$ cat src/rtl/core/ckh_pkg.sv
// shared constants, types and base coding for the canonical k-mer hasher
package ckh_pkg;

  localparam int KMER_LENGTH = 28;
  localparam int LANES       = 8;

  localparam int BASE_W      = 8;
  localparam int COUNT_W     = 4;
  localparam int HASH_W      = 56;
  localparam int MIX_W       = 64;
  localparam int WIN_W       = 2 * KMER_LENGTH;
  localparam int HIST_W      = 2 * (KMER_LENGTH - 1);
  localparam int SEQ_W       = HIST_W + 2 * LANES;
  localparam int SEEN_W      = $clog2(KMER_LENGTH);
  localparam int SUM_W       = $clog2(KMER_LENGTH + LANES);
  localparam int LANE_IDX_W  = (LANES > 1) ? $clog2(LANES) : 1;
  localparam int SHAMT_W     = $clog2(2 * LANES + 1);
  localparam int HASH_DEPTH  = 5;
  localparam int IN_DATA_W   = ((LANES * BASE_W + COUNT_W + 7) / 8) * 8;
  localparam int OUT_DATA_W  = ((LANES * HASH_W + COUNT_W + 7) / 8) * 8;

  localparam logic [MIX_W-1:0] WIN_MASK =
    (WIN_W >= MIX_W) ? {MIX_W{1'b1}} : ((MIX_W'(1) << WIN_W) - MIX_W'(1));

  localparam logic [BASE_W-1:0] ASCII_C = 8'h43;
  localparam logic [BASE_W-1:0] ASCII_G = 8'h47;
  localparam logic [BASE_W-1:0] ASCII_T = 8'h54;

  localparam logic [1:0] CODE_A = 2'd0;
  localparam logic [1:0] CODE_C = 2'd1;
  localparam logic [1:0] CODE_G = 2'd2;
  localparam logic [1:0] CODE_T = 2'd3;

  typedef logic [WIN_W-1:0]  win_t;
  typedef logic [HASH_W-1:0] hash_t;

  // per-request control that travels beside the lane pipelines
  typedef struct packed {
    logic                  valid;
    logic [LANE_IDX_W-1:0] first;
    logic [COUNT_W-1:0]    count;
    logic                  eos;
  } ckh_ctrl_t;

  function automatic logic [1:0] base_code(input logic [BASE_W-1:0] ch);
    logic [1:0] code;
    case (ch)
      ASCII_C: code = CODE_C;
      ASCII_G: code = CODE_G;
      ASCII_T: code = CODE_T;
      default: code = CODE_A;
    endcase
    return code;
  endfunction

endpackage

$ cat src/rtl/core/ckh_merge.sv
// packs the lane hashes that count, in order, into the output register
module ckh_merge (
  input  logic                           clk,
  input  logic                           rst,
  input  logic                           adv,
  input  ckh_pkg::ckh_ctrl_t             ctrl,
  input  ckh_pkg::hash_t                 hashes [ckh_pkg::LANES],
  output logic                           m_tvalid,
  input  logic                           m_tready,
  output logic [ckh_pkg::OUT_DATA_W-1:0] m_tdata,
  output logic                           m_tlast
);

  logic [ckh_pkg::OUT_DATA_W-1:0] packed_d;
  logic [ckh_pkg::LANE_IDX_W:0]   idx;

  always_comb begin
    packed_d = '0;
    idx      = '0;
    for (int j = 0; j < ckh_pkg::LANES; j++) begin
      idx = {1'b0, ctrl.first} + (ckh_pkg::LANE_IDX_W+1)'(j);
      if (ckh_pkg::COUNT_W'(j) < ctrl.count &&
          idx < (ckh_pkg::LANE_IDX_W+1)'(ckh_pkg::LANES)) begin
        packed_d[j*ckh_pkg::HASH_W +: ckh_pkg::HASH_W] =
          hashes[idx[ckh_pkg::LANE_IDX_W-1:0]];
      end
    end
    packed_d[ckh_pkg::LANES*ckh_pkg::HASH_W +: ckh_pkg::COUNT_W] = ctrl.count;
  end

  always_ff @(posedge clk) begin
    if (rst) begin
      m_tvalid <= 1'b0;
    end else if (adv) begin
      m_tvalid <= ctrl.valid;
    end
  end

  always_ff @(posedge clk) begin
    if (adv) begin
      m_tdata <= packed_d;
      m_tlast <= ctrl.eos;
    end
  end

  a_empty_zero: assert property (@(posedge clk) disable iff (rst)
    m_tvalid && m_tdata[ckh_pkg::LANES*ckh_pkg::HASH_W +: ckh_pkg::COUNT_W] == '0
      |-> m_tdata[ckh_pkg::LANES*ckh_pkg::HASH_W-1:0] == '0)
    else $error("hash fields set in a request with no hashes");

  a_load_follows: assert property (@(posedge clk) disable iff (rst)
    adv && ctrl.valid |=> m_tvalid)
    else $error("request lost at the output register");

  a_hold_stall: assert property (@(posedge clk) disable iff (rst)
    m_tvalid && !m_tready |=> m_tvalid && $stable(m_tdata) && $stable(m_tlast))
    else $error("waiting result changed before it was taken");

endmodule

$ cat config.mk
export PLATFORM = sky130hd
export DESIGN_NAME = ckh_merge
export DESIGN_NICKNAME = d
export VERILOG_FILES = /design/src/rtl/core/ckh_pkg.sv /design/src/rtl/core/ckh_merge.sv
export SDC_FILE = /design/constraint.sdc
export NUM_CORES = 1
export LEC_CHECK = 0
export ABC_AREA = 0
export BUFFER_PORTS_ARGS = -buffer_cell sky130_fd_sc_hd__clkbuf_2
export CAP_MARGIN = 20
export CORE_AREA = 2 2 353 355
export CTS_BUF_LIST = sky130_fd_sc_hd__clkbuf_16
export CTS_CLUSTER_SIZE = 28
export DETAILED_ROUTE_END_ITERATION = 12
export DIE_AREA = 0 0 355 357
export HOLD_SLACK_MARGIN = 0.12
export PLACE_DENSITY = 0.5
export SLEW_MARGIN = 0
export SYNTH_ARGS = -nofsm -noshare
export SYNTH_HDL_FRONTEND = slang
export SYNTH_SLANG_ARGS = --single-unit
$ cat constraint.sdc
create_clock -name clk -period 6.2 [get_ports clk]
set_input_delay 1.24 -clock clk [delete_from_list [all_inputs] [get_ports clk]]
set_output_delay 1.24 -clock clk [all_outputs]
set_load 0.03 [all_outputs]
==> flow_summary.ini <==
[setup_path]
critPathMaxStageDelay_ps = 980
worstPathMaxFanout = 49
end_kind = register
cp.depth = 8
path_cells = buf_8 > inv_1 > ha_4 > xnor2_4 > nand2b_4 > buf_4 > o22ai_1 > a2111oi_0
cp.arrival_ps = 4800
crit_family = buffers and inverters
cp_slowest_cell = nand2b_4
criticalPathCategory = input pin to register
startpoint_type = input pin
critPathBufInv = 3
worstRegToRegCells = 2
worstPathRequired_ps = 6580

[route]
first_pass_iters = 5
ant_nets = 0
wirelength_um = 134000
drt_iter0_drc = 2180
routedWlPerCell_um = 29.0
routed-via-count = 25174
drc = 0
viasPerCell = 5.44

[pwr]
power_leakage_nw = 14.6
ir_drop_uv = 238
power.switching_mw = 3.56
power_frac_clock = 0.322
p_int_mw = 6.70
power_density_mw_per_mm2 = 269
pwr-share-seq = 0.379
switching_share = 0.347
p_comb_frac = 0.299

[logic_synthesis]
syn_area_per_cell_um2 = 14.0
yosysTopAreaCell = edfxtp_1
synth-async-reset-ratio = 0
synth_warnings = 0
netlist_instances = 2143
seq_area_frac_synth = 0.454
yosysTopAreaCellShare = 0.454
synth.distinct_cells = 36
ys_top_cells_by_area = edfxtp_1, mux4_2, a22o_1, mux2_2, a211oi_1
ys_seq_elements = 454
yosysMostFrequentCell = edfxtp_1
synthFlopType = edfxtp_1
synth_common_cells = edfxtp_1, mux4_2, nand2_1
netlist_area_mm2 = 0.0300
synth_edf_count = 453

[placed_design]
dpl_cell_area_mm2 = 0.0363
place.port_buffers = 913
dp_hpwl_um = 93100
finalWeightedCongestion = 0.843

[floorplanning]
initial_core_util = 0.244
die-area_mm2 = 0.127
std_cell_rows = 129
core_mm2 = 0.123
io_pins = 919
dieWidth_um = 355
dieHeight_um = 357

[timing]
setup_tns_ps = 0
period_share = 0.713
timing.fmax_mhz = 226
relSlewSlack = 0.228
clock_skew_ps = 0
worst_pin_slew_ps = 1160
rsz0062_at_grt = false
hold_viol_final = 0
setup_viol = 0
period_needed_ps = 4420
drv_slew = 0

[run_status]
status = complete, no violations

[clocking]
clkTransAtPathRegs_ps = 60
post-cts-setup-buffer-count = 0
clk_latency_ps = 620
cts_buffers = 59
cts_resized = 0
cts_hold_buf = 0
cts_tree = built
h-tree-depth = 2
cts_sinks = 454
cts_root_buf = clkbuf_16
clk_path_buf_depth = 3

[layout]
utilization = 0.310
drive_above_1_share = 0.511
final_nets = 3403
area_growth_syn_to_layout_pct = 27.2
final_area_mm2 = 0.0381

[global_route]
grt_pass1_vias = 24695
overflow = 0
grt_pass1_wl_um = 185000
grt_max_degree = 126
antenna_found_initial = 18
track_usage = 0.201

[run]
drv_cap = 0

[hold_path]
min_path_type = register to register
hold_depth = 2
==> state kept, by name, indices dropped and copies added, names as in the netlist <==
name,flops
m_tdata,452
m_tlast,1
m_tvalid,1
==> logic make-up (layout without fill, tap and decap cells) <==
kind of cell,count (synthesis),count (layout),synth area share
multiplexers,506,506,0.313
AND/OR/NAND/NOR,464,464,0.0726
AO/OA/AOI/OAI,458,458,0.118
flip-flops,454,454,0.454
buffers and inverters,250,1084,0.0374
adder cells (fa/ha/maj),7,7,0.00292
XOR/XNOR,3,3,0.00150
other,1,14,0.000125
==> tightest hold or removal path: stages, from the launching register on <==
cell,delay [ps]
dfxtp_1,330
mux2i_1,70
nor2_1,80
==> layout make-up <==
type | count | area, um^2
clock buffers | 60 | 1500
diodes | 10 | 25.0
multi-input cells | 1442 | 15400
flip-flops and latches | 454 | 13600
clock inverters | 46 | 304
repair buffers | 973 | 5200
inverters | 5 | 18.8
well taps | 1637 | 2050
fillers | 12461 | 84800
==> final timing paths <==
kind             from            to  slack, ps
min          m_tvalid      m_tvalid        520
max reg2reg  m_tvalid      m_tvalid       5610
min reg2reg  m_tvalid      m_tvalid        520
max           ctrl[5]  m_tdata[170]       1780
==> layer usage <==
| metal | up-vias | global-route usage | wire [um] |
|---|---|---|---|
| li1 | 10561 | - | - |
| met1 | 12969 | 0.253 | 52300 |
| met2 | 1399 | 0.336 | 65300 |
| met3 | 243 | 0.0548 | 12400 |
| met4 | 2 | 0.0635 | 4040 |
| met5 | - | 0 | 13 |
==> placed cells by master, fill, tap and decap left out, drive strengths merged <==
master    instances
clkbuf          970
edfxtp          453
mux4            335
nand2           172
a22o            168
a211oi          113
mux2            112
nand3           112
buf              63
nor2             61
a21oi            60
mux2i            59
o22ai            56
nor2b            56
and2             56
a2111oi          56
clkinv           24
inv              20
diode            10
ha                7
conb              4
clkinvlp          4
bufinv            3
o21ai             3
xnor2             2
nor3              2
nand2b            1
xor2              1
a211o             1
a31o              1
and3              1
nor4              1
nor3b             1
nand4             1
dfxtp             1
==> per-stage QoR <==
stage	std cells	hold WS (ps)	worst slack [ps]	power [mW]
2_1_floorplan	2146	630	2350	5.83
3_3_place_gp	4511	477	1120	7.00
3_5_place_dp	4511	492	971	7.01
4_1_cts	4617	505	1680	10.3
5_1_grt	4623	556	1400	10.6
6_report	4627	515	1780	10.3
==> power groups by stage <==
stage	clock [mW]	sequential, mW	combinational [mW]
after detailed placement	0	3.94	3.06
final	3.31	3.89	3.07
after global placement	0	3.94	3.05
after floorplan	0	4.56	1.27
after global routing	3.49	3.91	3.25
after CTS	3.38	3.89	3.07
(Power assumes the default switching activity.)
