`src/rtl/core/ckh_pkg.sv`:
```
// shared constants, types and base coding for the canonical k-mer hasher
package ckh_pkg;

  localparam int KMER_LENGTH = 28;
  localparam int LANES       = 8;

  localparam int BASE_W      = 8;
  localparam int COUNT_W     = 4;
  localparam int HASH_W      = 56;
  localparam int MIX_W       = 64;
  localparam int WIN_W       = 2 * KMER_LENGTH;
  localparam int HIST_W      = 2 * (KMER_LENGTH - 1);
  localparam int SEQ_W       = HIST_W + 2 * LANES;
  localparam int SEEN_W      = $clog2(KMER_LENGTH);
  localparam int SUM_W       = $clog2(KMER_LENGTH + LANES);
  localparam int LANE_IDX_W  = (LANES > 1) ? $clog2(LANES) : 1;
  localparam int SHAMT_W     = $clog2(2 * LANES + 1);
  localparam int HASH_DEPTH  = 5;
  localparam int IN_DATA_W   = ((LANES * BASE_W + COUNT_W + 7) / 8) * 8;
  localparam int OUT_DATA_W  = ((LANES * HASH_W + COUNT_W + 7) / 8) * 8;

  localparam logic [MIX_W-1:0] WIN_MASK =
    (WIN_W >= MIX_W) ? {MIX_W{1'b1}} : ((MIX_W'(1) << WIN_W) - MIX_W'(1));

  localparam logic [BASE_W-1:0] ASCII_C = 8'h43;
  localparam logic [BASE_W-1:0] ASCII_G = 8'h47;
  localparam logic [BASE_W-1:0] ASCII_T = 8'h54;

  localparam logic [1:0] CODE_A = 2'd0;
  localparam logic [1:0] CODE_C = 2'd1;
  localparam logic [1:0] CODE_G = 2'd2;
  localparam logic [1:0] CODE_T = 2'd3;

  typedef logic [WIN_W-1:0]  win_t;
  typedef logic [HASH_W-1:0] hash_t;

  // per-request control that travels beside the lane pipelines
  typedef struct packed {
    logic                  valid;
    logic [LANE_IDX_W-1:0] first;
    logic [COUNT_W-1:0]    count;
    logic                  eos;
  } ckh_ctrl_t;

  function automatic logic [1:0] base_code(input logic [BASE_W-1:0] ch);
    logic [1:0] code;
    case (ch)
      ASCII_C: code = CODE_C;
      ASCII_G: code = CODE_G;
      ASCII_T: code = CODE_T;
      default: code = CODE_A;
    endcase
    return code;
  endfunction

endpackage

```
`src/rtl/core/ckh_lane.sv`:
```
// one lane: canonical choice and the shift-add-xor hash over five stages
module ckh_lane (
  input  logic          clk,
  input  logic          adv,
  input  ckh_pkg::win_t win,
  output ckh_pkg::hash_t hash
);

  ckh_pkg::win_t              rc;
  logic [ckh_pkg::MIX_W-1:0]  canon;
  logic [ckh_pkg::MIX_W-1:0]  h1;
  logic [ckh_pkg::MIX_W-1:0]  h2;
  logic [ckh_pkg::MIX_W-1:0]  h3;
  logic [ckh_pkg::MIX_W-1:0]  h4;
  logic [ckh_pkg::MIX_W-1:0]  a1;
  logic [ckh_pkg::MIX_W-1:0]  a2;
  logic [ckh_pkg::MIX_W-1:0]  a3;
  logic [ckh_pkg::MIX_W-1:0]  a4;

  always_comb begin
    for (int b = 0; b < ckh_pkg::KMER_LENGTH; b++) begin
      rc[2*(ckh_pkg::KMER_LENGTH-1-b) +: 2] = ~win[2*b +: 2];
    end
    a1 = ~canon + (canon << 21);
    a2 = h1 + (h1 << 3) + (h1 << 8);
    a3 = h2 + (h2 << 2) + (h2 << 4);
    a4 = h3 + (h3 << 31);
  end

  always_ff @(posedge clk) begin
    if (adv) begin
      canon <= ckh_pkg::MIX_W'((win < rc) ? win : rc);
      h1    <= a1 ^ (a1 >> 24);
      h2    <= a2 ^ (a2 >> 14);
      h3    <= a3 ^ (a3 >> 28);
      h4    <= a4 & ckh_pkg::WIN_MASK;
    end
  end

  assign hash = h4[ckh_pkg::HASH_W-1:0];

endmodule

```
`config.mk`:
```
export PLATFORM = sky130hd
export DESIGN_NAME = ckh_lane
export DESIGN_NICKNAME = d
export VERILOG_FILES = /design/src/rtl/core/ckh_pkg.sv /design/src/rtl/core/ckh_lane.sv
export SDC_FILE = /design/constraint.sdc
export NUM_CORES = 1
export LEC_CHECK = 0
export BUFFER_PORTS_ARGS = -buffer_cell sky130_fd_sc_hd__buf_2
export CAP_MARGIN = 20
export CORE_ASPECT_RATIO = 1.25
export CORE_MARGIN = 3
export CORE_UTILIZATION = 25
export CTS_CLUSTER_DIAMETER = 200
export CTS_CLUSTER_SIZE = 14
export DETAILED_ROUTE_END_ITERATION = 10
export GPL_TIMING_DRIVEN = 0
export MAX_ROUTING_LAYER = met4
export PLACE_DENSITY = 0.42
export SYNTH_ARGS = -nofsm -noshare
export SYNTH_HDL_FRONTEND = slang
export SYNTH_SLANG_ARGS = --single-unit
```
`constraint.sdc`:
```
create_clock -name clk -period 4.6 [get_ports clk]
set_input_delay 1.38 -clock clk [delete_from_list [all_inputs] [get_ports clk]]
set_output_delay 1.38 -clock clk [all_outputs]
set_load 0.02 [all_outputs]
```
==> reports/metrics.cfg <==
[place]
port_buffers = 113
dp_hpwl_microns = 59800
globalplace.congestion = 0.885

[grt]
antenna_found_initial = 0
grt_max_degree = 122
grt_pass1_vias = 18400
grt_first_pass_wirelength_microns = 109000
grt_overflow = 0
track_usage = 0.142

[worst_setup_path]
rr_startpoint = h2[1]
slowest_stage = edfxtp_1
crit_type = register to register
arrival_ns = 4.77
max_stage_delay_ns = 0.60
r2r_cells = 12
r2r-end = h3[35]
crit_path_start_kind = register
crit_fanout = 3
reg2reg_slack_ns = 0.17
path_cells = ha_1, ha_1, fa_1, a21o_1, nand4_1, nand2_1, a31o_2, a221oi_2, o21ai_1, xnor2_2, xnor2_1, xnor2_2
end_kind = register
required_ns = 4.94

[logic_synthesis]
synthFlopType = edfxtp_1
syn_area_per_cell_sq_um = 10.8
synthAdderAreaFrac = 0.210
ys_ff_latch = 296
synthCells = 2228
syn-num-nets = 2618
synth_cell_types = 76
ys_seq_area_frac = 0.370
synthMuxAreaShare = 0.0247
synth_xor_area_frac = 0.113
synth-simple-area-share = 0.0869
synth_top_family_by_area = adder cells
ys_warn_count = 0
async_reset_ff_frac = 0
synth-edff-count = 296
synth-compound-area-share = 0.167
syn_area_sq_um = 24100

[min_path]
hold_path.class = register to register
min_to = h4[30]
min_from = h3[30]
hold_depth = 0

[floorplan]
coreArea_sq_um = 94900
start_util = 0.253
die_w_microns = 283
die_area_sq_um = 100000
rows = 126
pin_count = 114
die_h_microns = 353

[timing]
final-hold-violation-count = 0
max_freq_mhz = 226
setup_viol = 0
final_max_slew_viol_count = 0
tightest_slew_ns = 0.976
skew_ns = 0.0249
min_period_ns = 4.43
slew_headroom = 0.341
finalCritPeriodShare = 0.963

[clock_tree]
cts_tree = done
root_buffer = clkbuf_16
cts_hold_buf = 0
cts.clk_slew.worst_paths_ns = 0.07
clock_sinks = 296
htree_levels = 1
cts_buffer_depth = 3
cts_buffers = 25
clock_latency_ns = 0.57

[run]
maxCapViolations = 0

[routing]
drc_errors = 0
drt-total-wl_microns = 69700
drtIter0Drc = 842
routedWlPerCell_microns = 19.1
viasPerCell = 4.66
firstDrtPassIters = 7
routed-via-count = 17000
ant_nets = 0

[run_status]
run_status = finished, final reports clean

[final_layout]
diodes = 0
seq_area_sq_um = 8890
final_nets = 2763
layout-drive-gt1-share = 0.0843
fillerInstances = 10000
final_common_cell = edfxtp_1
multiInputGateArea_sq_um = 14500
final_cell_mix = edfxtp_1 (296), ha_1 (214), a21oi_1 (200), xnor2_1 (177), nand2_1 (135)
final_util = 0.285
area_growth_pct = 12.4

==> layout make-up <==
| class | instances | area share |
|---|---|---|
| Timing Repair Buffer | 118 | 0.0241 |
| Clock inverter | 2 | 0.000925 |
| Sequential cell | 296 | 0.329 |
| Tap cell | 1280 | 0.0592 |
| Clock buffer | 25 | 0.0231 |
| Multi-Input combinational cell | 1752 | 0.537 |
| Inverter | 117 | 0.0162 |
| Buffer | 63 | 0.0105 |
==> worst max-delay path, delay by kind of cell (launching register included) <==
family	cells	cell delay, ns
flip-flops	1	0.60
adder cells (fa/ha/maj)	3	1.02
AO/OA/AOI/OAI	4	1.21
AND/OR/NAND/NOR	2	0.20
XOR/XNOR	3	1.14
==> sequential cells by signal (all words and copies together) (netlist names) <==
signal and flops:
h1 64, h4 56, h3 56, h2 64, canon 56
==> what timing repair did <==
| item | 4_1_cts | 5_1_grt |
|---|---|---|
| buffers inserted | 0 | 3 |
| hold endpoints to repair | 0 | 0 |
| pin swaps | 0 | 1 |
| resized for setup | 7 | 9 |
| setup endpoints to repair | 10 | 20 |
==> cell families after synthesis <==
family | Yosys count
AO/OA/AOI/OAI | 627
AND/OR/NAND/NOR | 432
adder cells (fa/ha/maj) | 332
XOR/XNOR | 305
flip-flops | 296
buffers and inverters | 180
multiplexers | 56
==> cells in the mapped netlist (6+ instances only) <==
| master | number | area (sq um) |
|---|---|---|
| nor2_1 | 90 | 338 |
| and2_1 | 13 | 81.3 |
| o21ai_0 | 106 | 531 |
| or3_1 | 6 | 37.5 |
| nand3_1 | 37 | 185 |
| mux2i_1 | 29 | 290 |
| a21oi_1 | 200 | 1000 |
| nor2b_1 | 19 | 119 |
| nor4_1 | 9 | 56.3 |
| xor2_1 | 121 | 1060 |
| mux2_1 | 11 | 124 |
| o211ai_1 | 17 | 128 |
| a31oi_1 | 28 | 175 |
| ha_1 | 214 | 2680 |
| fa_1 | 118 | 2360 |
| o21bai_1 | 31 | 233 |
| nand2b_1 | 16 | 100 |
| nor3_1 | 27 | 135 |
| o31ai_1 | 14 | 105 |
| a21boi_0 | 8 | 60.1 |
| o21ai_1 | 10 | 50.1 |
| nand4_1 | 42 | 263 |
| and3_1 | 21 | 131 |
| a211oi_1 | 25 | 188 |
| a221oi_1 | 6 | 52.6 |
| clkbuf_1 | 53 | 199 |
| o21a_1 | 17 | 128 |
| a21o_1 | 111 | 833 |
| nand2_1 | 135 | 507 |
| xnor2_1 | 181 | 1590 |
| o22ai_1 | 7 | 43.8 |
| and4_1 | 6 | 52.6 |
| inv_1 | 117 | 439 |
| edfxtp_1 | 296 | 8890 |
| mux2_2 | 16 | 180 |
==> stage by stage <==
step	cells	worst slack (ns)	setup TNS (ns)	cell area (sq um)	hold WS [ns]
finish	3653	0.168	0	27000	0.421
global route	3653	-0.0170	-0.0219	27000	0.427
CTS	3650	0.0586	0	27000	0.424
detailed placement	3623	-0.658	-10.65	26300	0.408
global placement	3621	-1.95	-566.78	26200	0.413
floorplan	2228	0.296	0	24100	0.400
==> worst max path at each step <==
stage	depth (start not counted)	to	startpoint	slack (ns)
floorplan	13	canon[27]	win[3]	0.30
global placement	1	h1[61]	adv	-1.95
detailed placement	12	h3[35]	h2[1]	-0.66
CTS	12	h3[34]	h2[16]	0.06
global route	12	h3[12]	h2[2]	-0.02
finish	12	h3[35]	h2[1]	0.17
==> metal layers <==
layer | track usage | wire length (microns) | vias up
li1 | - | - | 8456
met1 | 0.150 | 27000 | 8069
met2 | 0.270 | 37400 | 373
met3 | 0.0123 | 1750 | 132
met4 | 0.0601 | 3600 | 0
met5 | - | 0 | -
Power is not shown: default switching activity piles up to over one toggle a cycle in this logic, so the estimate is an artifact.
