## src/rtl/core/ckh_pkg.sv

```systemverilog
// shared constants, types and base coding for the canonical k-mer hasher
package ckh_pkg;

  localparam int KMER_LENGTH = 28;
  localparam int LANES       = 8;

  localparam int BASE_W      = 8;
  localparam int COUNT_W     = 4;
  localparam int HASH_W      = 56;
  localparam int MIX_W       = 64;
  localparam int WIN_W       = 2 * KMER_LENGTH;
  localparam int HIST_W      = 2 * (KMER_LENGTH - 1);
  localparam int SEQ_W       = HIST_W + 2 * LANES;
  localparam int SEEN_W      = $clog2(KMER_LENGTH);
  localparam int SUM_W       = $clog2(KMER_LENGTH + LANES);
  localparam int LANE_IDX_W  = (LANES > 1) ? $clog2(LANES) : 1;
  localparam int SHAMT_W     = $clog2(2 * LANES + 1);
  localparam int HASH_DEPTH  = 5;
  localparam int IN_DATA_W   = ((LANES * BASE_W + COUNT_W + 7) / 8) * 8;
  localparam int OUT_DATA_W  = ((LANES * HASH_W + COUNT_W + 7) / 8) * 8;

  localparam logic [MIX_W-1:0] WIN_MASK =
    (WIN_W >= MIX_W) ? {MIX_W{1'b1}} : ((MIX_W'(1) << WIN_W) - MIX_W'(1));

  localparam logic [BASE_W-1:0] ASCII_C = 8'h43;
  localparam logic [BASE_W-1:0] ASCII_G = 8'h47;
  localparam logic [BASE_W-1:0] ASCII_T = 8'h54;

  localparam logic [1:0] CODE_A = 2'd0;
  localparam logic [1:0] CODE_C = 2'd1;
  localparam logic [1:0] CODE_G = 2'd2;
  localparam logic [1:0] CODE_T = 2'd3;

  typedef logic [WIN_W-1:0]  win_t;
  typedef logic [HASH_W-1:0] hash_t;

  // per-request control that travels beside the lane pipelines
  typedef struct packed {
    logic                  valid;
    logic [LANE_IDX_W-1:0] first;
    logic [COUNT_W-1:0]    count;
    logic                  eos;
  } ckh_ctrl_t;

  function automatic logic [1:0] base_code(input logic [BASE_W-1:0] ch);
    logic [1:0] code;
    case (ch)
      ASCII_C: code = CODE_C;
      ASCII_G: code = CODE_G;
      ASCII_T: code = CODE_T;
      default: code = CODE_A;
    endcase
    return code;
  endfunction

endpackage

```

## src/rtl/core/ckh_front.sv

```systemverilog
// input stage: base coding, window formation per lane and sequence history
module ckh_front (
  input  logic                          clk,
  input  logic                          rst,
  input  logic                          adv,
  input  logic                          s_tvalid,
  output logic                          s_tready,
  input  logic [ckh_pkg::IN_DATA_W-1:0] s_tdata,
  input  logic                          s_tlast,
  output ckh_pkg::win_t                 win [ckh_pkg::LANES],
  output ckh_pkg::ckh_ctrl_t            ctrl
);

  logic                           accept;
  logic [ckh_pkg::COUNT_W-1:0]    raw_cnt;
  logic [ckh_pkg::COUNT_W-1:0]    n;
  logic [ckh_pkg::SEQ_W-1:0]      seq;
  logic [ckh_pkg::SEQ_W-1:0]      shifted;
  logic [ckh_pkg::SHAMT_W-1:0]    shamt;
  logic [ckh_pkg::HIST_W-1:0]     hist;
  logic [ckh_pkg::HIST_W-1:0]     hist_next;
  logic [ckh_pkg::SEEN_W-1:0]     seen;
  logic [ckh_pkg::SEEN_W-1:0]     seen_next;
  logic [ckh_pkg::SUM_W-1:0]      seen_sum;
  logic [ckh_pkg::SEEN_W-1:0]     gap;
  logic [ckh_pkg::COUNT_W-1:0]    hash_cnt;
  ckh_pkg::win_t                  win_d [ckh_pkg::LANES];

  assign s_tready = adv;
  assign accept   = s_tvalid && adv;

  always_comb begin
    raw_cnt = s_tdata[ckh_pkg::LANES*ckh_pkg::BASE_W +: ckh_pkg::COUNT_W];
    if (raw_cnt > ckh_pkg::COUNT_W'(ckh_pkg::LANES)) begin
      n = ckh_pkg::COUNT_W'(ckh_pkg::LANES);
    end else begin
      n = raw_cnt;
    end

    // oldest history on top, base_0 just below it, last lane lowest
    seq[ckh_pkg::SEQ_W-1 -: ckh_pkg::HIST_W] = hist;
    for (int i = 0; i < ckh_pkg::LANES; i++) begin
      seq[2*(ckh_pkg::LANES-1-i) +: 2] =
        ckh_pkg::base_code(s_tdata[i*ckh_pkg::BASE_W +: ckh_pkg::BASE_W]);
    end
    for (int i = 0; i < ckh_pkg::LANES; i++) begin
      win_d[i] = seq[2*(ckh_pkg::LANES-1-i) +: ckh_pkg::WIN_W];
    end

    shamt     = ckh_pkg::SHAMT_W'(2 * ckh_pkg::LANES) - ckh_pkg::SHAMT_W'({n, 1'b0});
    shifted   = seq >> shamt;
    hist_next = shifted[ckh_pkg::HIST_W-1:0];

    seen_sum = ckh_pkg::SUM_W'(seen) + ckh_pkg::SUM_W'(n);
    if (seen_sum >= ckh_pkg::SUM_W'(ckh_pkg::KMER_LENGTH - 1)) begin
      seen_next = ckh_pkg::SEEN_W'(ckh_pkg::KMER_LENGTH - 1);
    end else begin
      seen_next = seen_sum[ckh_pkg::SEEN_W-1:0];
    end

    // lanes before gap still fill the window, the rest produce hashes
    gap = ckh_pkg::SEEN_W'(ckh_pkg::KMER_LENGTH - 1) - seen;
    if (ckh_pkg::SUM_W'(n) > ckh_pkg::SUM_W'(gap)) begin
      hash_cnt = n - ckh_pkg::COUNT_W'(gap);
    end else begin
      hash_cnt = '0;
    end
  end

  always_ff @(posedge clk) begin
    if (rst) begin
      hist <= '0;
      seen <= '0;
      ctrl <= '0;
    end else begin
      if (accept) begin
        hist <= s_tlast ? '0 : hist_next;
        seen <= s_tlast ? '0 : seen_next;
      end
      if (adv) begin
        ctrl.valid <= accept;
        ctrl.first <= ckh_pkg::LANE_IDX_W'(gap);
        ctrl.count <= hash_cnt;
        ctrl.eos   <= s_tlast;
      end
    end
  end

  always_ff @(posedge clk) begin
    if (adv) begin
      win <= win_d;
    end
  end

  a_seen_bound: assert property (@(posedge clk) disable iff (rst)
    seen <= ckh_pkg::SEEN_W'(ckh_pkg::KMER_LENGTH - 1))
    else $error("bases seen above window length");

  a_eos_clears: assert property (@(posedge clk) disable iff (rst)
    accept && s_tlast |=> seen == '0 && hist == '0)
    else $error("history not cleared after end of sequence");

  a_count_fits: assert property (@(posedge clk) disable iff (rst)
    ctrl.valid |-> ctrl.count <= ckh_pkg::COUNT_W'(ckh_pkg::LANES))
    else $error("hash count above lane count");

endmodule

```

## config.mk

```make
export PLATFORM = sky130hd
export DESIGN_NAME = ckh_front
export DESIGN_NICKNAME = d
export VERILOG_FILES = /design/src/rtl/core/ckh_pkg.sv /design/src/rtl/core/ckh_front.sv
export SDC_FILE = /design/constraint.sdc
export NUM_CORES = 1
export LEC_CHECK = 0
export BUFFER_PORTS_ARGS = -buffer_cell sky130_fd_sc_hd__buf_2
export CAP_MARGIN = 20
export CELL_PAD_IN_SITES_DETAIL_PLACEMENT = 1
export CELL_PAD_IN_SITES_GLOBAL_PLACEMENT = 2
export CORE_AREA = 2 2 209 211
export CTS_CLUSTER_SIZE = 40
export DETAILED_ROUTE_END_ITERATION = 10
export DIE_AREA = 0 0 211 213
export PLACE_DENSITY_LB_ADDON = 0.1
export SYNTH_ARGS = -nofsm -noshare
export SYNTH_HDL_FRONTEND = slang
export SYNTH_SLANG_ARGS = --single-unit
```

## constraint.sdc

```tcl
create_clock -name clk -period 11.06 [get_ports clk]
set_input_delay 2.212 -clock clk [delete_from_list [all_inputs] [get_ports clk]]
set_output_delay 2.212 -clock clk [all_outputs]
set_load 0.05 [all_outputs]
```

==> run_summary.xml, run 1 <==
<?xml version="1.0" encoding="UTF-8"?>
<metrics>
  <group name="critical_path">
    <metric name="critical_path_required" unit="ps">8850</metric>
    <metric name="timing.critical_path.to_type" unit="">output pin</metric>
    <metric name="r2r_setup_slack" unit="ps">8660</metric>
    <metric name="critical_path.reg2reg.endpoint" unit="">seen[0]$_SDFFE_PP0P_</metric>
    <metric name="startpoint_to_endpoint_class_of_the_critical_path" unit="">input port to output pin</metric>
    <metric name="rr_worst_depth" unit="">8</metric>
    <metric name="cp_startpoint_kind" unit="">input port</metric>
    <metric name="cp_data_arrival_time" unit="ps">3660</metric>
    <metric name="critical_path.reg2reg.startpoint" unit="">seen[2]$_SDFFE_PP0P_</metric>
    <metric name="crit_path_max_fanout" unit="">43</metric>
  </group>
  <group name="grt">
    <metric name="grt_max_degree" unit="">60</metric>
    <metric name="grt_overflow" unit="">0</metric>
    <metric name="first_global_vias" unit="">8063</metric>
    <metric name="grt_first_pass_wirelength" unit="mm">51.3</metric>
    <metric name="initial_antenna_violation_count" unit="">1</metric>
    <metric name="grt_use_total" unit="">0.151</metric>
  </group>
  <group name="cts">
    <metric name="htree_num_levels" unit="">4</metric>
    <metric name="hold_bufs_inserted_after_cts" unit="">0</metric>
    <metric name="post_cts_repair_timing_setup_buffer_count" unit="">0</metric>
    <metric name="tritoncts.num_buffers" unit="">17</metric>
    <metric name="clock_insertion_delay_worst_skew" unit="ps">440</metric>
    <metric name="numClockSinks" unit="">138</metric>
    <metric name="cts_max_path_buffers" unit="">2</metric>
    <metric name="cts_tree" unit="">yes</metric>
    <metric name="post_cts_resize_count" unit="">0</metric>
    <metric name="clock_slew_seen_by_the_registers_of_the_worst_setup_and_hold_paths" unit="ps">60</metric>
    <metric name="cts_root_buf" unit="">sky130_fd_sc_hd__clkbuf_16</metric>
  </group>
  <group name="floorplan">
    <metric name="floorplan.io_pins" unit="">535</metric>
    <metric name="rows" unit="">76</metric>
    <metric name="floorplan.initialDensity" unit="">0.256</metric>
    <metric name="floorplan.die_area" unit="um2">44900</metric>
    <metric name="die_width" unit="um">211</metric>
    <metric name="fp.coreArea" unit="um2">42700</metric>
    <metric name="chipHeight" unit="um">213</metric>
  </group>
  <group name="layout">
    <metric name="layout-drive-gt1-share" unit="">0.498</metric>
    <metric name="filler_cell_count" unit="">5010</metric>
    <metric name="final_cell_mix" unit="">sky130_fd_sc_hd__buf_2 (529), sky130_fd_sc_hd__mux2i_1 (87), sky130_fd_sc_hd__edfxtp_1 (70)</metric>
    <metric name="layout-area-overhead-vs-synth" unit="%">8.46</metric>
    <metric name="layout.cells.most_common" unit="">sky130_fd_sc_hd__buf_2</metric>
    <metric name="area_occupied_by_multi_input_gates" unit="um2">4280</metric>
    <metric name="nNetsFinal" unit="">1322</metric>
    <metric name="register_area" unit="um2">3460</metric>
  </group>
  <group name="synthesis">
    <metric name="synth_top_cells_by_area" unit="">sky130_fd_sc_hd__buf_4 (27%), sky130_fd_sc_hd__edfxtp_1 (19%), sky130_fd_sc_hd__dfxtp_1 (12%)</metric>
    <metric name="synth_top_flop_cell" unit="">sky130_fd_sc_hd__edfxtp_1</metric>
    <metric name="synth_enable_flop_cells" unit="">70</metric>
    <metric name="synthDistinctLibCells" unit="">74</metric>
    <metric name="syn-mean-instance-area" unit="um2">9.88</metric>
    <metric name="syn-cell-area" unit="um2">10900</metric>
    <metric name="ys_seq_area_frac" unit="">0.317</metric>
    <metric name="yosysTopAreaCell" unit="">sky130_fd_sc_hd__buf_4</metric>
    <metric name="ys_async_sr_fraction" unit="">0</metric>
    <metric name="synth_nets" unit="">1191</metric>
    <metric name="postSynthRegisterBits" unit="">138</metric>
    <metric name="netlist.area_leader.share" unit="">0.267</metric>
    <metric name="number_of_warnings_printed_during_yosys_synthesis" unit="">0</metric>
    <metric name="synthCells" unit="">1104</metric>
  </group>
  <group name="worst_hold_path">
    <metric name="hold_crit_path_type" unit="">flop to flop</metric>
    <metric name="holdPathEnd" unit="">ctrl[4]$_SDFFE_PP0P_</metric>
    <metric name="hold_path_startpoint" unit="">ctrl[4]$_SDFFE_PP0P_</metric>
    <metric name="hold_depth" unit="">1</metric>
  </group>
  <group name="routing">
    <metric name="drt_iter0_drc" unit="">307</metric>
    <metric name="drtPass1Iterations" unit="">5</metric>
    <metric name="num_vias" unit="">8330</metric>
    <metric name="remaining_drc_errors" unit="">0</metric>
    <metric name="drtAntennaViolNets" unit="">0</metric>
    <metric name="wirelength" unit="mm">35.8</metric>
    <metric name="wire_per_inst" unit="um">19.9</metric>
    <metric name="vias_per_cell" unit="">4.64</metric>
  </group>
  <group name="sta">
    <metric name="maxSlewViolCount" unit="">0</metric>
    <metric name="hold_slack" unit="ps">482</metric>
    <metric name="setup_total_negative_slack" unit="ps">0</metric>
    <metric name="final.setup_skew" unit="ps">9.27</metric>
    <metric name="clock.fmax" unit="GHz">0.170</metric>
    <metric name="min_period_over_period" unit="">0.531</metric>
    <metric name="unrepaired_setup_endpoints_after_global_routing" unit="">no</metric>
    <metric name="timing.final.crit_period" unit="ps">5880</metric>
    <metric name="setup_viol" unit="">0</metric>
    <metric name="final_hold_viol_count" unit="">0</metric>
    <metric name="setup_ws" unit="ps">5180</metric>
    <metric name="headroom_to_the_max_slew_limit" unit="">0.364</metric>
    <metric name="worstMarginPinSlew" unit="ps">951</metric>
  </group>
  <group name="place">
    <metric name="hpwlAfterDp" unit="mm">26.7</metric>
    <metric name="dp_slack" unit="ps">4840</metric>
    <metric name="gp_routability_congestion" unit="">0.746</metric>
    <metric name="io_buffer_count" unit="">530</metric>
  </group>
  <group name="power">
    <metric name="worst_ir_drop_vdd" unit="V">0.000108</metric>
    <metric name="cellPowerDensity" unit="nW/um2">139</metric>
    <metric name="p_leak" unit="uW">0.00545</metric>
  </group>
  <group name="run">
    <metric name="cap_violations" unit="">0</metric>
  </group>
  <group name="outcome">
    <metric name="run_status" unit="">finished clean</metric>
  </group>
</metrics>
kinds of logic (layout without fill, tap and decap cells):
| group | after synthesis | count (layout) | synth area share |
|---|---|---|---|
| adder cells (fa/ha/maj) | 11 | 11 | 0.0124 |
| buffers and inverters | 453 | 597 | 0.292 |
| AND/OR/NAND/NOR | 182 | 182 | 0.0944 |
| XOR/XNOR | 9 | 9 | 0.0107 |
| flip-flops | 138 | 138 | 0.317 |
| multiplexers | 125 | 125 | 0.152 |
| AO/OA/AOI/OAI | 186 | 186 | 0.121 |
| other | 0 | 1 | 0 |
cell type report:
| type | instances | share of cell area |
|---|---|---|
| Tap cell | 546 | 0.0577 |
| Clock inverter | 10 | 0.00677 |
| Sequential cell | 138 | 0.293 |
| Multi-Input combinational cell | 513 | 0.361 |
| Clock buffer | 22 | 0.0420 |
| Timing Repair Buffer | 542 | 0.232 |
| Antenna cell | 1 | 0.000211 |
| Inverter | 23 | 0.00730 |
how the worst max path moves through the flow:
stage	startpoint	cells past startpoint	slack [ps]	end
floorplan	s_tdata[67]	13	6030	hist[12]$_SDFFE_PP0P_
global placement	s_tdata[67]	11	4820	hist[38]$_SDFFE_PP0P_
detailed placement	s_tdata[67]	11	4840	hist[38]$_SDFFE_PP0P_
CTS	adv	3	5100	s_tready
global route	adv	3	5030	s_tready
finish	adv	3	5180	s_tready
metrics by stage:
stage	instance area, um2	std cells	power (uW)	util
global placement	11300	1762	1080	0.264
CTS	11800	1794	1670	0.277
detailed placement	11300	1762	1080	0.264
floorplan	10900	1104	1040	-
global route	11800	1795	1700	0.277
finish	11800	1795	1640	0.277
cell usage after synthesis (all sizes together) (3+ instances only):
cell,n
a211o,4
a211oi,7
a21o,4
a21oi,34
a221oi,4
a222oi,3
a22o,9
a22oi,16
a2bb2oi,3
a31oi,7
a32o,3
a32oi,3
and3,5
and3b,6
buf,405
clkbuf,25
dfxtp,68
edfxtp,70
ha,10
inv,23
mux2,6
mux2i,87
mux4,32
nand2,64
nand3,10
nor2,32
nor2b,3
nor3,11
nor3b,7
nor4,4
nor4b,8
nor4bb,16
o211ai,16
o21a,7
o21ai,29
o221ai,15
o311ai,5
xnor2,5
xor2,4
state kept, by name, indices dropped and copies added (netlist names):
name  cells
ctrl      9
win      70
hist     54
seen      5
power by group:
| group | switching [uW] | internal, uW | total, uW |
|---|---|---|---|
| logic | 383 | 106 | 490 |
| registers | 22.8 | 553 | 576 |
| clock network | 252 | 323 | 574 |
| total | 658 | 982 | 1640 |
critical path, cell delays in order:
cell and delay [ps]:
sky130_fd_sc_hd__buf_4 470, sky130_fd_sc_hd__buf_4 580, sky130_fd_sc_hd__buf_2 370
metal layers:
layer,share of wire,track usage
met3,0.039,0.0231
met1,0.43,0.189
met2,0.52,0.274
met4,0.0079,0.0335
met5,0,0
Power figures use the tool's default switching activity.
==> run 2: changes to the inputs <==
Settings changed: CORE_AREA 2 2 209 211 to 2 2 211 213, DIE_AREA 0 0 211 213 to 0 0 213 215.
Clock period 11.06 ns to 5.8 ns, I/O delays scaled along.
==> run 2 against run 1 <==
  * Worst hold slack got worse by 9.2 ps
  * Count of clock-buffer cells in the layout decreased by 3
  * Routed wire length increased by 1.8%
  * Global-route usage increased by 0.13 points
  * Utilization decreased by 0.34 points
  * Via count decreased by 0.74%
  * Clock skew about the same
  * Setup slack got worse by 3400 ps
  * Sequential share of layout area decreased by 0.28 points
  * Combinational power increased by 92%
  * First-iteration DRC count decreased by 8.8%
  * Critical endpoint is now hist[3]$_SDFFE_PP0P_
==> run_summary.xml, run 2 (synthesized netlist as in run 1, its figures left out) <==
<?xml version="1.0" encoding="UTF-8"?>
<metrics>
  <group name="outcome">
    <metric name="run_status" unit="">finished clean</metric>
  </group>
  <group name="cts">
    <metric name="clock_slew_seen_by_the_registers_of_the_worst_setup_and_hold_paths" unit="ps">60</metric>
    <metric name="post_cts_repair_timing_setup_buffer_count" unit="">0</metric>
    <metric name="cts_tree" unit="">yes</metric>
    <metric name="hold_bufs_inserted_after_cts" unit="">0</metric>
    <metric name="htree_num_levels" unit="">4</metric>
    <metric name="clock_insertion_delay_worst_skew" unit="ps">440</metric>
    <metric name="post_cts_resize_count" unit="">0</metric>
    <metric name="numClockSinks" unit="">138</metric>
    <metric name="cts_max_path_buffers" unit="">2</metric>
    <metric name="tritoncts.num_buffers" unit="">17</metric>
    <metric name="cts_root_buf" unit="">sky130_fd_sc_hd__clkbuf_16</metric>
  </group>
  <group name="place">
    <metric name="gp_routability_congestion" unit="">0.725</metric>
    <metric name="io_buffer_count" unit="">530</metric>
    <metric name="hpwlAfterDp" unit="mm">27.4</metric>
    <metric name="placed_cells_incl_taps" unit="">1813</metric>
  </group>
  <group name="sta">
    <metric name="timing.final.crit_period" unit="ps">4050</metric>
    <metric name="worstMarginPinSlew" unit="ps">928</metric>
    <metric name="clock.fmax" unit="GHz">0.247</metric>
    <metric name="final_hold_viol_count" unit="">0</metric>
    <metric name="hold_slack" unit="ps">473</metric>
    <metric name="setup_total_negative_slack" unit="ps">0</metric>
    <metric name="headroom_to_the_max_slew_limit" unit="">0.380</metric>
    <metric name="setup_viol" unit="">0</metric>
    <metric name="unrepaired_setup_endpoints_after_global_routing" unit="">no</metric>
    <metric name="final.setup_skew" unit="ps">9.14</metric>
    <metric name="min_period_over_period" unit="">0.698</metric>
    <metric name="maxSlewViolCount" unit="">0</metric>
  </group>
  <group name="routing">
    <metric name="wirelength" unit="mm">36.4</metric>
    <metric name="drt_iter0_drc" unit="">280</metric>
    <metric name="vias_per_cell" unit="">4.48</metric>
    <metric name="drtPass1Iterations" unit="">4</metric>
    <metric name="remaining_drc_errors" unit="">0</metric>
    <metric name="num_vias" unit="">8268</metric>
    <metric name="wire_per_inst" unit="um">19.7</metric>
    <metric name="drtAntennaViolNets" unit="">0</metric>
  </group>
  <group name="grt">
    <metric name="grt_first_pass_wirelength" unit="mm">52.8</metric>
    <metric name="initial_antenna_violation_count" unit="">1</metric>
    <metric name="first_global_vias" unit="">8126</metric>
    <metric name="grt_overflow" unit="">0</metric>
    <metric name="grt_use_total" unit="">0.153</metric>
    <metric name="grt_max_degree" unit="">52</metric>
  </group>
  <group name="layout">
    <metric name="layout-area-overhead-vs-synth" unit="%">9.52</metric>
    <metric name="nNetsFinal" unit="">1327</metric>
    <metric name="final_cell_mix" unit="">sky130_fd_sc_hd__buf_2 (529), sky130_fd_sc_hd__mux2i_1 (87), sky130_fd_sc_hd__edfxtp_1 (70)</metric>
    <metric name="largest_register_ffs" unit="">70</metric>
    <metric name="regMostFlops" unit="">win</metric>
    <metric name="finish.cell_count_without_fillers" unit="">1845</metric>
    <metric name="filler_cell_count" unit="">5094</metric>
    <metric name="reg.largest.list" unit="">win x70, hist x54, ctrl x9</metric>
    <metric name="layout-drive-gt1-share" unit="">0.500</metric>
    <metric name="layout.cells.most_common" unit="">sky130_fd_sc_hd__buf_2</metric>
    <metric name="n_antenna_cell" unit="">0</metric>
    <metric name="area_occupied_by_multi_input_gates" unit="um2">4280</metric>
    <metric name="register_area" unit="um2">3460</metric>
  </group>
  <group name="critical_path">
    <metric name="critPathTopFamily" unit="">multiplexers</metric>
    <metric name="max_stage_delay" unit="ps">610</metric>
    <metric name="cp_data_arrival_time" unit="ps">4430</metric>
    <metric name="crit_path_top_delay_cell" unit="">sky130_fd_sc_hd__xnor2_4</metric>
    <metric name="crit_path_max_fanout" unit="">18</metric>
    <metric name="critical_path_required" unit="ps">6180</metric>
    <metric name="cp_cell_sequence" unit="">buf_2, nor2b_1, inv_1, ha_1, xnor2_4, buf_4, mux2i_1, mux4_2, o2bb2a_1, nand3_1</metric>
    <metric name="timing.critical_path.buf_inv" unit="">3</metric>
    <metric name="startpoint_to_endpoint_class_of_the_critical_path" unit="">input port to flop</metric>
    <metric name="cp_startpoint_kind" unit="">input port</metric>
    <metric name="timing.critical_path.to_type" unit="">flop</metric>
  </group>
  <group name="power">
    <metric name="p_leak" unit="uW">0.00548</metric>
    <metric name="cellPowerDensity" unit="nW/um2">265</metric>
    <metric name="worst_ir_drop_vdd" unit="V">0.000202</metric>
    <metric name="p_total" unit="uW">3170</metric>
  </group>
  <group name="floorplan">
    <metric name="floorplan.io_pins" unit="">535</metric>
    <metric name="floorplan.die_area" unit="um2">45800</metric>
    <metric name="die_width" unit="um">213</metric>
    <metric name="chipHeight" unit="um">215</metric>
    <metric name="fp.coreArea" unit="um2">43600</metric>
    <metric name="floorplan.initialDensity" unit="">0.250</metric>
    <metric name="rows" unit="">77</metric>
  </group>
  <group name="worst_hold_path">
    <metric name="hold_crit_path_type" unit="">flop to flop</metric>
  </group>
  <group name="run">
    <metric name="cap_violations" unit="">0</metric>
  </group>
</metrics>
[run 2: cell types whose count changed in the layout (fill, tap and decap cells not counted)]
cell                         change
sky130_fd_sc_hd__inv_8           +1
sky130_fd_sc_hd__clkinv_1        +2
sky130_fd_sc_hd__diode_2         -1
sky130_fd_sc_hd__bufinv_16       +2
sky130_fd_sc_hd__clkbuf_1        -1
sky130_fd_sc_hd__inv_6           -1
sky130_fd_sc_hd__buf_4           +4
sky130_fd_sc_hd__buf_12          +1
sky130_fd_sc_hd__clkinv_2        -1
sky130_fd_sc_hd__clkinv_4        -1
sky130_fd_sc_hd__clkinvlp_4      +1
sky130_fd_sc_hd__clkbuf_16       -2
[run 2: final cells by class]
| type | count | area share |
|---|---|---|
| tap | 592 | 0.0620 |
| timing repair buffer | 547 | 0.234 |
| clock buffer | 19 | 0.0371 |
| sequential | 138 | 0.290 |
| clock inverter | 13 | 0.0120 |
| inverter | 23 | 0.00723 |
| multi-input combinational | 513 | 0.358 |
[run 2: power by group]
group | switching (uW) | leakage, uW | internal [uW]
Combinational | 733 | 0.00395 | 208
Sequential | 43.4 | 0.00126 | 1050
Clock | 485 | 0.000273 | 649
[run 2: per-layer routing]
| metal | track usage | share of wire | up-vias |
|---|---|---|---|
| met5 | 0 | 0 | - |
| met4 | 0.0282 | 0.0080 | 0 |
| met3 | 0.0273 | 0.050 | 21 |
| met2 | 0.273 | 0.51 | 287 |
| met1 | 0.191 | 0.44 | 4067 |
| li1 | - | - | 3893 |
[run 2: stage by stage]
stage	instance area (um2)	setup WS, ps	util
after detailed placement	11400	1230	0.260
final	11900	1750	0.274
after global placement	11400	1280	0.260
after CTS	11900	1700	0.274
after floorplan	10900	1820	-
after global routing	11900	1520	0.274
[run 2: worst paths after layout]
check	start	endpoint	slack, ps	depth (start not counted)
hold / removal	ctrl[8]$_SDFFE_PP0P_	ctrl[8]$_SDFFE_PP0P_	470	2
setup / recovery	s_tdata[67]	hist[3]$_SDFFE_PP0P_	1750	10
setup reg to reg	seen[2]$_SDFFE_PP0P_	seen[0]$_SDFFE_PP0P_	3340	8
hold reg to reg	ctrl[8]$_SDFFE_PP0P_	ctrl[8]$_SDFFE_PP0P_	470	2
[run 2: worst min-delay path, stage by stage (launching register included)]
cell and delay (ps):
sky130_fd_sc_hd__dfxtp_1 310, sky130_fd_sc_hd__nand2b_1 60, sky130_fd_sc_hd__a21oi_1 60
==> run 3: changes to the inputs <==
Clock period 5.8 ns to 3.8 ns, I/O delays scaled along.
==> run 3 against run 2 <==
  * Routed wire length rose by 1.6%
  * Critical endpoint is now hist[6]$_SDFFE_PP0P_
  * Sequential power up 53%
  * Via count up 2.6%
  * Worst hold slack better by 10 ps
  * Largest power group unchanged
  * Largest cell class unchanged
==> run_summary.xml, run 3 (synthesized netlist as in run 1, its figures left out) <==
<?xml version="1.0" encoding="UTF-8"?>
<metrics>
  <group name="outcome">
    <metric name="run_status" unit="">finished clean</metric>
  </group>
  <group name="grt">
    <metric name="grt_overflow" unit="">0</metric>
    <metric name="initial_antenna_violation_count" unit="">2</metric>
    <metric name="grt_first_pass_wirelength" unit="mm">53.8</metric>
    <metric name="grt_use_total" unit="">0.157</metric>
    <metric name="first_global_vias" unit="">8301</metric>
    <metric name="grt_max_degree" unit="">79</metric>
  </group>
  <group name="floorplan">
    <metric name="fp.coreArea" unit="um2">43600</metric>
    <metric name="floorplan.io_pins" unit="">535</metric>
    <metric name="chipHeight" unit="um">215</metric>
    <metric name="die_width" unit="um">213</metric>
    <metric name="floorplan.die_area" unit="um2">45800</metric>
    <metric name="floorplan.initialDensity" unit="">0.250</metric>
    <metric name="rows" unit="">77</metric>
  </group>
  <group name="cts">
    <metric name="post_cts_repair_timing_setup_buffer_count" unit="">0</metric>
    <metric name="cts_max_path_buffers" unit="">2</metric>
    <metric name="cts_tree" unit="">yes</metric>
    <metric name="tritoncts.num_buffers" unit="">17</metric>
    <metric name="hold_bufs_inserted_after_cts" unit="">0</metric>
    <metric name="clock_slew_seen_by_the_registers_of_the_worst_setup_and_hold_paths" unit="ps">60</metric>
    <metric name="cts_root_buf" unit="">sky130_fd_sc_hd__clkbuf_16</metric>
    <metric name="clock_insertion_delay_worst_skew" unit="ps">440</metric>
    <metric name="post_cts_resize_count" unit="">0</metric>
    <metric name="htree_num_levels" unit="">4</metric>
    <metric name="numClockSinks" unit="">138</metric>
  </group>
  <group name="routing">
    <metric name="drt_iter0_drc" unit="">335</metric>
    <metric name="drtAntennaViolNets" unit="">0</metric>
    <metric name="vias_per_cell" unit="">4.52</metric>
    <metric name="wire_per_inst" unit="um">19.7</metric>
    <metric name="remaining_drc_errors" unit="">0</metric>
    <metric name="num_vias" unit="">8487</metric>
    <metric name="wirelength" unit="mm">37.0</metric>
    <metric name="drtPass1Iterations" unit="">6</metric>
  </group>
  <group name="critical_path">
    <metric name="critPathTopFamily" unit="">compound AO/OA/AOI/OAI gates</metric>
    <metric name="worstSetupStartpoint" unit="">s_tdata[67]</metric>
    <metric name="critical_path_required" unit="ps">4090</metric>
    <metric name="max_stage_delay" unit="ps">450</metric>
    <metric name="cp_data_arrival_time" unit="ps">3230</metric>
    <metric name="cp_startpoint_kind" unit="">input port</metric>
    <metric name="timing.critical_path.buf_inv" unit="">3</metric>
    <metric name="crit_path_top_delay_cell" unit="">sky130_fd_sc_hd__xnor2_4</metric>
    <metric name="critical_path.reg2reg.startpoint" unit="">seen[2]$_SDFFE_PP0P_</metric>
    <metric name="startpoint_to_endpoint_class_of_the_critical_path" unit="">input port to flop</metric>
    <metric name="cp_cell_sequence" unit="">buf_2, nor2b_1, inv_1, ha_1, xnor2_4, buf_12, mux4_2, a222oi_1, o311ai_0</metric>
    <metric name="crit_path_max_fanout" unit="">26</metric>
    <metric name="timing.critical_path.to_type" unit="">flop</metric>
  </group>
  <group name="place">
    <metric name="dp_slack" unit="ps">415</metric>
    <metric name="detailed_place.area" unit="um2">11700</metric>
    <metric name="io_buffer_count" unit="">530</metric>
    <metric name="gp_routability_congestion" unit="">0.729</metric>
    <metric name="hpwlAfterDp" unit="mm">28.1</metric>
  </group>
  <group name="power">
    <metric name="power.share.combinational" unit="">0.304</metric>
    <metric name="p_leak" unit="uW">0.00568</metric>
    <metric name="clkPwrFrac" unit="">0.353</metric>
    <metric name="p_total" unit="uW">4890</metric>
    <metric name="sequentialPowerShare" unit="">0.343</metric>
    <metric name="cellPowerDensity" unit="nW/um2">398</metric>
    <metric name="switching_share" unit="">0.389</metric>
    <metric name="net-switching-power" unit="uW">1900</metric>
    <metric name="worst_ir_drop_vdd" unit="V">0.000270</metric>
    <metric name="p_int" unit="uW">2990</metric>
  </group>
  <group name="sta">
    <metric name="final_hold_viol_count" unit="">0</metric>
    <metric name="setup_viol" unit="">0</metric>
    <metric name="timing.final.crit_period" unit="ps">2940</metric>
    <metric name="min_period_over_period" unit="">0.774</metric>
    <metric name="final.setup_skew" unit="ps">7.90</metric>
    <metric name="unrepaired_setup_endpoints_after_global_routing" unit="">no</metric>
    <metric name="setup_ws" unit="ps">858</metric>
    <metric name="setup_total_negative_slack" unit="ps">0</metric>
    <metric name="maxSlewViolCount" unit="">0</metric>
    <metric name="worstMarginPinSlew" unit="ps">730</metric>
    <metric name="clock.fmax" unit="GHz">0.340</metric>
    <metric name="headroom_to_the_max_slew_limit" unit="">0.512</metric>
  </group>
  <group name="layout">
    <metric name="nNetsFinal" unit="">1359</metric>
    <metric name="layout.cells.most_common" unit="">sky130_fd_sc_hd__buf_2</metric>
    <metric name="reg.largest.list" unit="">win x70, hist x54, ctrl x9</metric>
    <metric name="final_cell_mix" unit="">sky130_fd_sc_hd__buf_2 (529), sky130_fd_sc_hd__mux2i_1 (87), sky130_fd_sc_hd__edfxtp_1 (70)</metric>
    <metric name="layout-drive-gt1-share" unit="">0.512</metric>
    <metric name="regMostFlops" unit="">win</metric>
    <metric name="fin_util" unit="">0.281</metric>
    <metric name="largest_register_ffs" unit="">70</metric>
    <metric name="stdcell_area" unit="um2">12300</metric>
    <metric name="layout-area-overhead-vs-synth" unit="%">12.6</metric>
  </group>
  <group name="worst_hold_path">
    <metric name="hold_crit_path_type" unit="">flop to flop</metric>
    <metric name="hold_path_startpoint" unit="">ctrl[8]$_SDFFE_PP0P_</metric>
  </group>
  <group name="run">
    <metric name="cap_violations" unit="">0</metric>
  </group>
</metrics>
## run 3: changes by cell type in the layout (fill, tap and decap cells not counted), moves of 2 or more
cell	change
sky130_fd_sc_hd__buf_4	+25
sky130_fd_sc_hd__clkbuf_1	+2
sky130_fd_sc_hd__diode_2	+2
sky130_fd_sc_hd__buf_12	+7
sky130_fd_sc_hd__clkinv_2	+4
sky130_fd_sc_hd__clkinv_1	-2
sky130_fd_sc_hd__clkinvlp_4	-4
## run 3: per-stage QoR
step	hold WS, ps	instances
5_1_grt	503	1878
2_1_floorplan	453	1104
3_3_place_gp	457	1845
3_5_place_dp	466	1845
6_report	483	1879
4_1_cts	488	1877
## run 3: cell type report
type                            instances  area (um2)
Multi-Input combinational cell        513        4280
Clock inverter                         10         113
Inverter                               23        86.3
Timing Repair Buffer                  579        3120
Tap cell                              592         741
Antenna cell                            2        5.00
Clock buffer                           22         475
Fill cell                            5180       31400
Sequential cell                       138        3460
## run 3: routing by layer
| layer | part of all wire | global-route usage | vias to the layer above |
|---|---|---|---|
| met5 | 0 | 0 | - |
| met4 | 0.0090 | 0.0338 | 0 |
| met3 | 0.048 | 0.0246 | 21 |
| met2 | 0.51 | 0.279 | 297 |
| met1 | 0.43 | 0.197 | 4204 |
| li1 | - | - | 3965 |
## run 3: final timing paths
check                                       endpoint  slack [ps]  depth (start not counted)
worst min register to register  ctrl[8]$_SDFFE_PP0P_         480                          2
worst max-delay path            hist[6]$_SDFFE_PP0P_         860                          9
worst min-delay path            ctrl[8]$_SDFFE_PP0P_         480                          2
worst max register to register  seen[0]$_SDFFE_PP0P_        1430                          8
## run 3: power groups by stage
| stage | Combinational [uW] | Clock, uW | Sequential [uW] |
|---|---|---|---|
| after global placement | 1500 | 0 | 1710 |
| after CTS | 1500 | 1800 | 1680 |
| after global routing | 1560 | 1850 | 1690 |
| final | 1490 | 1730 | 1680 |
| after floorplan | 1190 | 0 | 1820 |
| after detailed placement | 1500 | 0 | 1710 |
## run 3: worst min-delay path, stage by stage, from the launching register on
cell	delay, ps
sky130_fd_sc_hd__dfxtp_1	310
sky130_fd_sc_hd__nand2b_1	70
sky130_fd_sc_hd__a21oi_1	60
